## config.mk

```make
export PLATFORM = sky130hd
export DESIGN_NAME = column_min_max_normalizer_top
export DESIGN_NICKNAME = d
export VERILOG_FILES = /design/src/rtl/core/cmmn_pkg.sv /design/src/rtl/core/column_min_max_normalizer_top.sv
export SDC_FILE = /design/constraint.sdc
export NUM_CORES = 1
export LEC_CHECK = 0
export ABC_AREA = 0
export BUFFER_PORTS_ARGS = -buffer_cell sky130_fd_sc_hd__buf_4
export CAP_MARGIN = 20
export CORE_ASPECT_RATIO = 0.8
export CORE_MARGIN = 2
export CORE_UTILIZATION = 65
export DETAILED_ROUTE_END_ITERATION = 7
export PLACE_DENSITY = 0.84
export SYNTH_ARGS = -nofsm -noshare
export SYNTH_HDL_FRONTEND = slang
export SYNTH_SLANG_ARGS = --single-unit
```

## constraint.sdc

```tcl
create_clock -name clk -period 18.1 [get_ports clk]
set_input_delay 1.81 -clock clk [delete_from_list [all_inputs] [get_ports clk]]
set_output_delay 1.81 -clock clk [all_outputs]
set_load 0.05 [all_outputs]
```

## src/rtl/core/cmmn_pkg.sv

```systemverilog
// Package for the column min-max normalizer: sizes, command and status codes, payload types.
`default_nettype none

package cmmn_pkg;

  localparam int COLUMNS     = 16;
  localparam int SAMPLE_BITS = 32;
  localparam int COLUMN_AW   = (COLUMNS > 1) ? $clog2(COLUMNS) : 1;
  localparam int FRAC_BITS   = 16;
  localparam int SCALED_BITS = FRAC_BITS + 1;
  localparam int CNT_BITS    = $clog2(FRAC_BITS);

  localparam logic [SCALED_BITS-1:0] SCALED_ONE = {1'b1, {FRAC_BITS{1'b0}}};

  localparam logic [1:0] CMD_CLEAR     = 2'd0;
  localparam logic [1:0] CMD_OBSERVE   = 2'd1;
  localparam logic [1:0] CMD_NORMALIZE = 2'd2;

  localparam logic [1:0] STAT_OK     = 2'd0;
  localparam logic [1:0] STAT_SAT    = 2'd1;
  localparam logic [1:0] STAT_FLAT   = 2'd2;
  localparam logic [1:0] STAT_UNSEEN = 2'd3;

  typedef struct packed {
    logic [1:0]         cmd;
    logic [3:0]         column;
    logic signed [31:0] sample;
  } in_item_t;

  typedef struct packed {
    logic [SCALED_BITS-1:0] scaled;
    logic [1:0]             status;
  } out_item_t;

endpackage

`default_nettype wire

```

## src/rtl/core/column_min_max_normalizer_top.sv

```systemverilog
// Per-column min-max statistics and Q1.16 normalization of signed Q16.16 samples.
//
// Input channel (in_valid, in_stall, in_data) carries commands: clear drops the
// statistics of every column, observe folds a sample into its column's minimum
// and maximum, normalize answers (sample - min) / (max - min) on the output
// channel (out_valid, out_stall, out_data). Clear and observe give no result.
// The block works on one transaction at a time. Clear acts on acceptance, and
// observe reads the memories, then writes back. Normalize reads the memories,
// then evaluates; if compares alone do not settle the answer, the radix-2
// divider makes one quotient bit per cycle. Last, the answer loads the output
// register.
// Minimum and maximum live in two 16-entry memories with a registered read;
// the per-column seen bits are flip-flops. Reset clears the seen bits, the
// state machine and the output valid; the memories are not cleared.
// A result waits in the output register while out_stall is high; the next
// transaction is still accepted, and a further result waits in the sequencer
// until the output register frees up.
`default_nettype none

module column_min_max_normalizer_top (
  input  logic                clk,
  input  logic                rst_n,
  input  logic                in_valid,
  output logic                in_stall,
  input  cmmn_pkg::in_item_t  in_data,
  output logic                out_valid,
  input  logic                out_stall,
  output cmmn_pkg::out_item_t out_data
);
  import cmmn_pkg::*;

  typedef logic [SAMPLE_BITS-1:0] word_t;
  typedef enum logic [1:0] {ST_IDLE, ST_EVAL, ST_DIV, ST_RESP} state_t;

  localparam word_t SIGN_BIT = {1'b1, {(SAMPLE_BITS-1){1'b0}}};

  word_t low_mem  [COLUMNS];
  word_t high_mem [COLUMNS];

  state_t                 state_r, state_nxt;
  logic [1:0]             cmd_r, cmd_nxt;
  logic                   col_ok_r, col_ok_nxt;
  logic [COLUMN_AW-1:0]   idx_r, idx_nxt;
  word_t                  samp_r, samp_nxt;
  logic [COLUMNS-1:0]     seen_r, seen_nxt;
  word_t                  low_rd_r, high_rd_r;
  word_t                  rem_r, rem_nxt;
  word_t                  den_r, den_nxt;
  logic [FRAC_BITS-1:0]   quo_r, quo_nxt;
  logic [CNT_BITS-1:0]    cnt_r, cnt_nxt;
  out_item_t              res_r, res_nxt;
  out_item_t              out_r, out_nxt;
  logic                   out_valid_r, out_valid_nxt;

  logic                   in_acc;
  logic [COLUMN_AW-1:0]   in_idx;
  logic                   low_we, high_we;
  logic                   seen_hit;
  logic [SAMPLE_BITS:0]   shifted;
  logic [SAMPLE_BITS+1:0] trial;
  logic                   take;

  assign in_stall  = (state_r != ST_IDLE);
  assign in_acc    = in_valid && (state_r == ST_IDLE);
  assign in_idx    = COLUMN_AW'(in_data.column);
  assign out_valid = out_valid_r;
  assign out_data  = out_r;

  assign seen_hit = col_ok_r && seen_r[idx_r];
  assign shifted  = {rem_r, 1'b0};
  assign trial    = {1'b0, shifted} - {2'b00, den_r};
  assign take     = !trial[SAMPLE_BITS+1];

  // Bounds are read in the cycle after acceptance and written back from the
  // evaluation cycle; only one transaction is in flight, so no forwarding.
  always_ff @(posedge clk) begin
    if (in_acc) begin
      low_rd_r  <= low_mem[in_idx];
      high_rd_r <= high_mem[in_idx];
    end
    if (low_we) begin
      low_mem[idx_r] <= samp_r;
    end
    if (high_we) begin
      high_mem[idx_r] <= samp_r;
    end
  end

  always_comb begin
    state_nxt     = state_r;
    cmd_nxt       = cmd_r;
    col_ok_nxt    = col_ok_r;
    idx_nxt       = idx_r;
    samp_nxt      = samp_r;
    seen_nxt      = seen_r;
    rem_nxt       = rem_r;
    den_nxt       = den_r;
    quo_nxt       = quo_r;
    cnt_nxt       = cnt_r;
    res_nxt       = res_r;
    out_nxt       = out_r;
    out_valid_nxt = out_valid_r;
    low_we        = 1'b0;
    high_we       = 1'b0;

    if (out_valid_r && !out_stall) begin
      out_valid_nxt = 1'b0;
    end

    unique case (state_r)
      ST_IDLE: begin
        if (in_valid) begin
          unique case (in_data.cmd)
            CMD_CLEAR: begin
              seen_nxt = '0;
            end
            CMD_OBSERVE, CMD_NORMALIZE: begin
              cmd_nxt    = in_data.cmd;
              idx_nxt    = in_idx;
              col_ok_nxt = (int'(in_data.column) < COLUMNS);
              // Offset binary makes unsigned compares follow the signed order.
              samp_nxt   = word_t'(in_data.sample) ^ SIGN_BIT;
              state_nxt  = ST_EVAL;
            end
            default: begin
            end
          endcase
        end
      end

      ST_EVAL: begin
        if (cmd_r == CMD_OBSERVE) begin
          if (col_ok_r) begin
            if (!seen_r[idx_r]) begin
              seen_nxt[idx_r] = 1'b1;
              low_we          = 1'b1;
              high_we         = 1'b1;
            end else if (samp_r < low_rd_r) begin
              low_we = 1'b1;
            end else if (samp_r > high_rd_r) begin
              high_we = 1'b1;
            end
          end
          state_nxt = ST_IDLE;
        end else begin
          state_nxt = ST_RESP;
          if (!seen_hit) begin
            res_nxt = '{scaled: '0, status: STAT_UNSEEN};
          end else if (high_rd_r == low_rd_r) begin
            res_nxt = '{scaled: '0, status: STAT_FLAT};
          end else if (samp_r < low_rd_r) begin
            res_nxt = '{scaled: '0, status: STAT_SAT};
          end else if (samp_r > high_rd_r) begin
            res_nxt = '{scaled: SCALED_ONE, status: STAT_SAT};
          end else if (samp_r == high_rd_r) begin
            res_nxt = '{scaled: SCALED_ONE, status: STAT_OK};
          end else begin
            rem_nxt   = samp_r - low_rd_r;
            den_nxt   = high_rd_r - low_rd_r;
            quo_nxt   = '0;
            cnt_nxt   = '0;
            state_nxt = ST_DIV;
          end
        end
      end

      ST_DIV: begin
        rem_nxt = take ? trial[SAMPLE_BITS-1:0] : shifted[SAMPLE_BITS-1:0];
        quo_nxt = {quo_r[FRAC_BITS-2:0], take};
        cnt_nxt = cnt_r + 1'b1;
        if (cnt_r == CNT_BITS'(FRAC_BITS - 1)) begin
          res_nxt   = '{scaled: {1'b0, quo_nxt}, status: STAT_OK};
          state_nxt = ST_RESP;
        end
      end

      ST_RESP: begin
        if (!out_valid_r || !out_stall) begin
          out_nxt       = res_r;
          out_valid_nxt = 1'b1;
          state_nxt     = ST_IDLE;
        end
      end

      default: begin
        state_nxt = ST_IDLE;
      end
    endcase
  end

  always_ff @(posedge clk) begin
    if (!rst_n) begin
      state_r     <= ST_IDLE;
      seen_r      <= '0;
      out_valid_r <= 1'b0;
    end else begin
      state_r     <= state_nxt;
      seen_r      <= seen_nxt;
      out_valid_r <= out_valid_nxt;
    end
    cmd_r    <= cmd_nxt;
    col_ok_r <= col_ok_nxt;
    idx_r    <= idx_nxt;
    samp_r   <= samp_nxt;
    rem_r    <= rem_nxt;
    den_r    <= den_nxt;
    quo_r    <= quo_nxt;
    cnt_r    <= cnt_nxt;
    res_r    <= res_nxt;
    out_r    <= out_nxt;
  end

  // A new result only ever comes from the response state.
  a_result_source: assert property (@(posedge clk) disable iff (!rst_n)
    $rose(out_valid_r) |-> $past(state_r) == ST_RESP)
    else $error("result appeared outside the response state");

  // The partial remainder stays below the divisor throughout the division.
  a_rem_below_den: assert property (@(posedge clk) disable iff (!rst_n)
    state_r == ST_DIV |-> rem_r < den_r)
    else $error("divider remainder not below divisor");

  // Any status other than ok comes with a pinned value of zero or one.
  a_status_value: assert property (@(posedge clk) disable iff (!rst_n)
    out_valid_r && out_r.status != STAT_OK |->
      out_r.scaled == '0 || out_r.scaled == SCALED_ONE)
    else $error("non-ok status with a fractional value");

  // The scaled value never exceeds 1.0.
  a_scaled_range: assert property (@(posedge clk) disable iff (!rst_n)
    out_valid_r |-> out_r.scaled <= SCALED_ONE)
    else $error("scaled value above one");

endmodule

`default_nettype wire

```

Yosys cells after proc, flatten, opt, wreduce, memory -nomap -nowiden:

Memories as Yosys holds them, arrays and structs flattened. A register that Yosys moved wholly into a read port is not among the register bits.
Index checks and enable logic that the tools add are counted.

* register bits: 178
* latch bits: 0
* RAM bits: 1024
* memory bits (read-only): 0
* input bits: 42
* memories: 2

Memories
* high_mem: depth 16, bits a word 32, read ports 1, clocked after Yosys merged registers in 1, wr ports 1, RTL line column_min_max_normalizer_top.sv:38 `word_t high_mem [COLUMNS];`
* low_mem: depth 16, bits a word 32, read ports 1, clocked after Yosys merged registers in 1, wr ports 1, RTL line column_min_max_normalizer_top.sv:37 `word_t low_mem [COLUMNS];`

* add/sub/neg operators: 4
* $mul: 0
* divide/modulo/power cells: 0
* order comparisons: 4
* eq/ne operators: 23
* shift operators: 0
* muxes and demuxes: 66
* bitwise operators: 7
* reduce and logical (&&, ||, !) cells: 20

Operator list (count)
* 32-bit 2-to-1 mux: 7
* 19-bit 2-to-1 mux: 7
* 15-bit 2-to-1 mux: 6
* 32-bit == test: 2
* 16-bit 2-to-1 mux: 4
* 32-bit case mux with 2 select lines: 1
* 32-bit subtractor: 2
* 19-bit case mux with 2 select lines: 1
* 33-bit by 32-bit subtractor with 34-bit output: 1
* 32-bit > comparator: 1
* 32-bit less-than comparator: 1
* 16-bit case mux with 2 select lines: 1
* 15-bit case mux with 2 select lines: 1
* 4-bit 2-to-1 mux: 6
* 1-bit 2-to-1 mux: 23
* 2-bit != test (second input constant): 11
* 16-bit OR: 1
* 7-bit AND reduction: 2
* 2-bit 2-to-1 mux: 5
* 2-bit case mux with 4 select lines: 1
* 4-bit case mux with 2 select lines: 1
* 4-bit AND reduction: 2
* 2-bit by 1-bit == test with 1-bit output (second input constant): 3
* 2-bit == test (second input constant): 3
* 18 further kinds: 31

Longest topological paths before layout:

* word-level depth: 8
* gate-level depth with buffers: 13
* gate-level depth less buffers: 12

Worst setup path before layout:

No wires, ideal clock.

* path kind: register -> register
* start: register samp_r[0]
* end: memory high_mem[8][0] (netlist bit) (enable)
* arrival: 5.933 ns
* required time: 17.598 ns
* setup slack: 11.665 ns
* stages on the path, launching flop included: 13
* path buffers: 0
* period minus slack after synthesis: 6.435 ns
* path through: edfxtp_1 > inv_1 > ha_1 > fa_1 > nand2b_1 > a21o_1 > a31o_2 > nor3_1 > o21ai_0 > a21oi_1 > or3_1 > a21oi_1 > nor4bb_1

* longest elaborated chain between the ends: 8
* elaborated cells between the ends (all ways): 9

Ends and longest elaborated chain
* from (decl): RTL line column_min_max_normalizer_top.sv:44 `word_t samp_r, samp_nxt;`
* from (signal assigned): RTL line column_min_max_normalizer_top.sv:204 `samp_r <= samp_nxt;`
* 32-bit > comparator: RTL line column_min_max_normalizer_top.sv:140 `end else if (samp_r > high_rd_r) begin`
* 1-bit 2-to-1 mux: RTL line column_min_max_normalizer_top.sv:140
* 1-bit 2-to-1 mux *: RTL line column_min_max_normalizer_top.sv:138 `end else if (samp_r < low_rd_r) begin`
* 1-bit 2-to-1 mux *: RTL line column_min_max_normalizer_top.sv:134 `if (!seen_r[idx_r]) begin`
* 1-bit 2-to-1 mux *: RTL line column_min_max_normalizer_top.sv:132 `if (cmd_r == CMD_OBSERVE) begin`
* 1-bit 2-to-1 mux *: RTL line column_min_max_normalizer_top.sv:110 `unique case (state_r)`
* 1-bit 2-to-1 mux *: RTL line column_min_max_normalizer_top.sv:84 `if (high_we) begin`
* 1-bit 2-to-1 mux (implied by the code) *: RTL line column_min_max_normalizer_top.sv:85 `high_mem[idx_r] <= samp_r;`
* to (decl): RTL line column_min_max_normalizer_top.sv:38

Every way passes the cells marked *; elsewhere a longest branch is shown, timed or not.

Final worst setup path:

* start: register samp_r[0]
* end: memory high_mem[0][13] (netlist bit) (enable)

The elaborated chain is that of the path after synthesis.

==> impl_results.html <==
<table>
<tr><th>Metric</th><th>Value</th></tr>
<tr><th colspan="2">Floorplan</th></tr>
<tr><td>Number of rows in the core area</td><td>93</td></tr>
<tr><td>Area of the die</td><td>83400 um2</td></tr>
<tr><td>Starting density of the core</td><td>0.655</td></tr>
<tr><td>Die height</td><td>259 um</td></tr>
<tr><td>CORE AREA</td><td>80400 um2</td></tr>
<tr><td>Number of I/O pins</td><td>63</td></tr>
<tr><td>Die width</td><td>322 um</td></tr>
<tr><th colspan="2">Timing</th></tr>
<tr><td>Count of endpoints failing hold in the final timing report</td><td>0</td></tr>
<tr><td>Final Cycle Share</td><td>0.310</td></tr>
<tr><td>Setup repair after global routing missed its margin</td><td>no</td></tr>
<tr><td>Total count of max-transition violations in the final report</td><td>0</td></tr>
<tr><td>Rel. slew slack</td><td>0.192</td></tr>
<tr><td>Number of endpoints failing setup at the final stage</td><td>0</td></tr>
<tr><td>Worst clock skew</td><td>0.0497 ns</td></tr>
<tr><td>F_max</td><td>178 MHz</td></tr>
<tr><td>Post-Route Setup TNS</td><td>0 ns</td></tr>
<tr><td>Post-layout min period</td><td>5.62 ns</td></tr>
<tr><td>Actual transition at the worst max-transition pin</td><td>1.21 ns</td></tr>
<tr><th colspan="2">Critical path</th></tr>
<tr><td>Worst setup SP type</td><td>flop</td></tr>
<tr><td>Maximum fanout count along the critical path</td><td>33</td></tr>
<tr><td>Setup crit end kind</td><td>flop</td></tr>
<tr><td>Arrival time reported for the critical path endpoint</td><td>5.93 ns</td></tr>
<tr><td>Crit Path Class</td><td>reg2reg</td></tr>
<tr><td>Worst path required time</td><td>18.42 ns</td></tr>
<tr><th colspan="2">Detailed routing</th></tr>
<tr><td>Drt via density</td><td>7.05</td></tr>
<tr><td>Number of antenna-violating nets in the routed design</td><td>0</td></tr>
<tr><td>Average wire per cell in the routed design</td><td>34.8 um</td></tr>
<tr><td>Total wirelength of the detailed-routed design</td><td>144000 um</td></tr>
<tr><td>TritonRoute pass-1 iters</td><td>6</td></tr>
<tr><td>Overall via count from detail_route</td><td>29135</td></tr>
<tr><td>Number of design rule violations left after detail routing</td><td>0</td></tr>
<tr><td>DR iter-0 viols</td><td>4577</td></tr>
<tr><th colspan="2">Flow run</th></tr>
<tr><td>Max Cap Viol</td><td>0</td></tr>
<tr><th colspan="2">Run status</th></tr>
<tr><td>Status</td><td>finished, final reports clean</td></tr>
<tr><th colspan="2">CTS</th></tr>
<tr><td>Clock Latency Late Sink</td><td>0.71 ns</td></tr>
<tr><td>Inserted Clock Buffers</td><td>114</td></tr>
<tr><td>Hold_buf cts</td><td>0</td></tr>
<tr><td>Post-CTS Setup Bufs</td><td>0</td></tr>
<tr><td>Post-CTS Resized</td><td>0</td></tr>
<tr><td>Number of levels in the clock H-tree</td><td>3</td></tr>
<tr><td>CTS root buf</td><td>sky130_fd_sc_hd__clkbuf_16</td></tr>
<tr><td>CTS clock-pin slew for the worst setup and hold paths</td><td>0.07 ns</td></tr>
<tr><td>CTS tree</td><td>done</td></tr>
<tr><td>CTS Buffer Depth</td><td>3</td></tr>
<tr><td>Clock net sink count</td><td>1266</td></tr>
<tr><th colspan="2">Yosys</th></tr>
<tr><td>Top flip-flop cell by instance count after synthesis</td><td>sky130_fd_sc_hd__edfxtp_1</td></tr>
<tr><td>Share of synthesized flip-flops with an asynchronous set or reset</td><td>0</td></tr>
<tr><td>Syn Nets</td><td>2955</td></tr>
<tr><td>Count of flip-flops with a built-in enable after synthesis</td><td>1247</td></tr>
<tr><td>Flops &amp; latches, synth</td><td>1266</td></tr>
<tr><td>Post-Syn Area</td><td>52700 um2</td></tr>
<tr><td>Synth unique cells</td><td>65</td></tr>
<tr><td>Count of mapped cells out of synthesis</td><td>2778</td></tr>
<tr><td>Sequential fraction of the synthesis area</td><td>0.718</td></tr>
<tr><td>Syn. warnings</td><td>0</td></tr>
<tr><td>Post-synthesis area per instance</td><td>19.0 um2</td></tr>
<tr><th colspan="2">Power</th></tr>
<tr><td>IR Drop Worst-Case VDD</td><td>102 uV</td></tr>
<tr><td>Static leakage</td><td>19.7 nW</td></tr>
<tr><td>Post-layout total power</td><td>6.27 mW</td></tr>
<tr><td>Power density over the cells</td><td>106 nW/um2</td></tr>
<tr><th colspan="2">Place</th></tr>
<tr><td>Count of buffers from port buffering</td><td>62</td></tr>
<tr><td>GP Congestion</td><td>0.927</td></tr>
<tr><td>Number of cells after detailed placement</td><td>3909</td></tr>
<tr><td>Detailed placement HPWL</td><td>78400 um</td></tr>
<tr><td>Area after DPL</td><td>55000 um2</td></tr>
<tr><th colspan="2">Global routing</th></tr>
<tr><td>GRT Util Overall</td><td>0.351</td></tr>
<tr><td>Number of global-route vias before repair</td><td>29309</td></tr>
<tr><td>Number of antenna violations at the first check in global routing</td><td>6</td></tr>
<tr><td>First-pass GRT wire length</td><td>206000 um</td></tr>
<tr><td>Maximum number of pins on one net before global-route repair</td><td>124</td></tr>
<tr><td>Total gr overflow</td><td>0</td></tr>
<tr><th colspan="2">Layout</th></tr>
<tr><td>Cell area after layout</td><td>59000 um2</td></tr>
<tr><td>Combined area of the multi-input logic cells</td><td>14300 um2</td></tr>
<tr><td>Area Growth Syn to Fin</td><td>11.9%</td></tr>
<tr><td>Layout filler cell count</td><td>4378</td></tr>
<tr><td>Final net count</td><td>3122</td></tr>
<tr><td>Number of cells in the finished layout apart from fillers</td><td>4130</td></tr>
<tr><td>Utilization after layout</td><td>0.734</td></tr>
<tr><td>Area occupied by registers</td><td>37800 um2</td></tr>
<tr><td>Ratio of cells with drive above 1 in the final layout</td><td>0.227</td></tr>
<tr><th colspan="2">Min path</th></tr>
<tr><td>Class of the worst hold path</td><td>reg2reg</td></tr>
</table>
flip-flops by register name, indices dropped and copies added (netlist names), 4 cells and up, named ones only:
name	flops
high_mem	512
low_mem	512
den_r	32
high_rd_r	32
low_rd_r	32
rem_r	32
samp_r	32
out_data	19
res_r	19
seen_r	16
quo_r	15
cnt_r	4
idx_r	4
final cells by class:
type                       count  share of cell area
timing repair buffer         148              0.0225
tap                         1092              0.0232
antenna                        1           0.0000424
clock inverter                69              0.0122
inverter                     133             0.00846
multi-input combinational   1282               0.242
clock buffer                 139              0.0503
sequential                  1266               0.641
power by group:
part           internal (mW)  leakage (nW)  switching [mW]
clock                   1.34          1.80            1.09
sequential              3.28          11.4          0.0345
combinational          0.209          6.52           0.326
cells by family (layout without fill, tap and decap cells):
logic type | after synthesis | after routing | share of synthesized area
XOR/XNOR | 78 | 78 | 0.0130
AND/OR/NAND/NOR | 357 | 357 | 0.0331
AO/OA/AOI/OAI | 366 | 366 | 0.0443
buffers and inverters | 230 | 489 | 0.0164
multiplexers | 346 | 346 | 0.143
adder cells (fa/ha/maj) | 135 | 135 | 0.0325
flip-flops | 1266 | 1266 | 0.718
other | 0 | 1 | 0
through the flow:
| step | hold WS [ns] | setup slack [ns] |
|---|---|---|
| 2_1_floorplan | 0.400 | 11.66 |
| 3_3_place_gp | 0.401 | 12.39 |
| 3_5_place_dp | 0.405 | 12.28 |
| 4_1_cts | 0.420 | 12.64 |
| 5_1_grt | 0.429 | 12.21 |
| 6_report | 0.421 | 12.49 |
cell usage after synthesis, drive strengths merged, types with 7 or more instances:
master	instances	share of area
edfxtp	1247	0.71
mux4	325	0.14
ha	132	0.031
inv	132	0.0094
a21oi	119	0.011
nor2	108	0.0077
nand2	77	0.0055
o21ai	74	0.0070
clkbuf	67	0.0048
xnor2	49	0.0081
a21o	47	0.0067
nor3	33	0.0032
buf	30	0.0022
xor2	29	0.0048
and2	26	0.0031
nor2b	23	0.0029
o21a	22	0.0031
nand2b	21	0.0025
dfxtp	19	0.0072
nand4	19	0.0023
o211ai	19	0.0027
mux2i	17	0.0032
nand3	17	0.0016
a31oi	15	0.0018
o31ai	10	0.0014
o21bai	8	0.0011
or3	7	0.00083
final timing paths:
check                          start                        end  slack, ns  depth (start not counted)
max              samp_r[0]$_DFFE_PP_  high_mem[0][13]$_DFFE_PP_      12.49                         14
min          res_r[14]$_SDFFCE_PN0P_     out_data[14]$_DFFE_PP_       0.42                          0
max reg2reg      samp_r[0]$_DFFE_PP_  high_mem[0][13]$_DFFE_PP_      12.49                         14
min reg2reg  res_r[14]$_SDFFCE_PN0P_     out_data[14]$_DFFE_PP_       0.42                          0
layout by cell type (no fill, tap or decap), types with 12 or more instances in the layout:
master                      Yosys  final
sky130_fd_sc_hd__xnor2_1       49     49
sky130_fd_sc_hd__edfxtp_1    1247   1247
sky130_fd_sc_hd__o21ai_0       71     71
sky130_fd_sc_hd__a21oi_1      118    116
sky130_fd_sc_hd__a21o_1        47     47
sky130_fd_sc_hd__and2_1        26     25
sky130_fd_sc_hd__clkinv_2       0     22
sky130_fd_sc_hd__ha_1         132    131
sky130_fd_sc_hd__xor2_1        29     29
sky130_fd_sc_hd__nor2_4         0     15
sky130_fd_sc_hd__dfxtp_1       19     19
sky130_fd_sc_hd__bufinv_16      0     12
sky130_fd_sc_hd__nor2_1       108     92
sky130_fd_sc_hd__nand3_1       17     17
sky130_fd_sc_hd__clkinv_1       1     27
sky130_fd_sc_hd__nor3_1        32     23
sky130_fd_sc_hd__buf_4          0    135
sky130_fd_sc_hd__nand4_1       19     19
sky130_fd_sc_hd__nand2_1       77     77
sky130_fd_sc_hd__o211ai_1      19     19
sky130_fd_sc_hd__mux2i_1       17     17
sky130_fd_sc_hd__a31oi_1       15     15
sky130_fd_sc_hd__mux4_2       325    325
sky130_fd_sc_hd__clkbuf_1      67     24
sky130_fd_sc_hd__clkbuf_16      0    115
sky130_fd_sc_hd__inv_1        132    132
sky130_fd_sc_hd__nor2b_1       22     17
sky130_fd_sc_hd__nand2b_1      21     21
sky130_fd_sc_hd__o21a_1        22     22
layer usage:
layer  GRT usage  share of wire  vias up
li1            -              -    11606
met5           0       0.000091        -
met4       0.141          0.044        2
met1       0.490           0.35    14796
met2       0.553           0.48     2347
met3      0.0767           0.13      384
critical path: stages (launching register included):
cell,delay (ns)
sky130_fd_sc_hd__edfxtp_1,1.10
sky130_fd_sc_hd__inv_1,0.27
sky130_fd_sc_hd__ha_1,0.31
sky130_fd_sc_hd__fa_1,0.41
sky130_fd_sc_hd__nand2b_1,0.19
sky130_fd_sc_hd__a21o_1,0.18
sky130_fd_sc_hd__a31o_2,0.24
sky130_fd_sc_hd__nor3_1,0.22
sky130_fd_sc_hd__o21ai_0,0.16
sky130_fd_sc_hd__a21oi_1,0.24
sky130_fd_sc_hd__or3_1,0.19
sky130_fd_sc_hd__a21oi_4,0.07
sky130_fd_sc_hd__buf_4,0.28
sky130_fd_sc_hd__nor4_2,0.70
sky130_fd_sc_hd__buf_4,0.56
No activity file was read; power rests on OpenSTA's default activity.
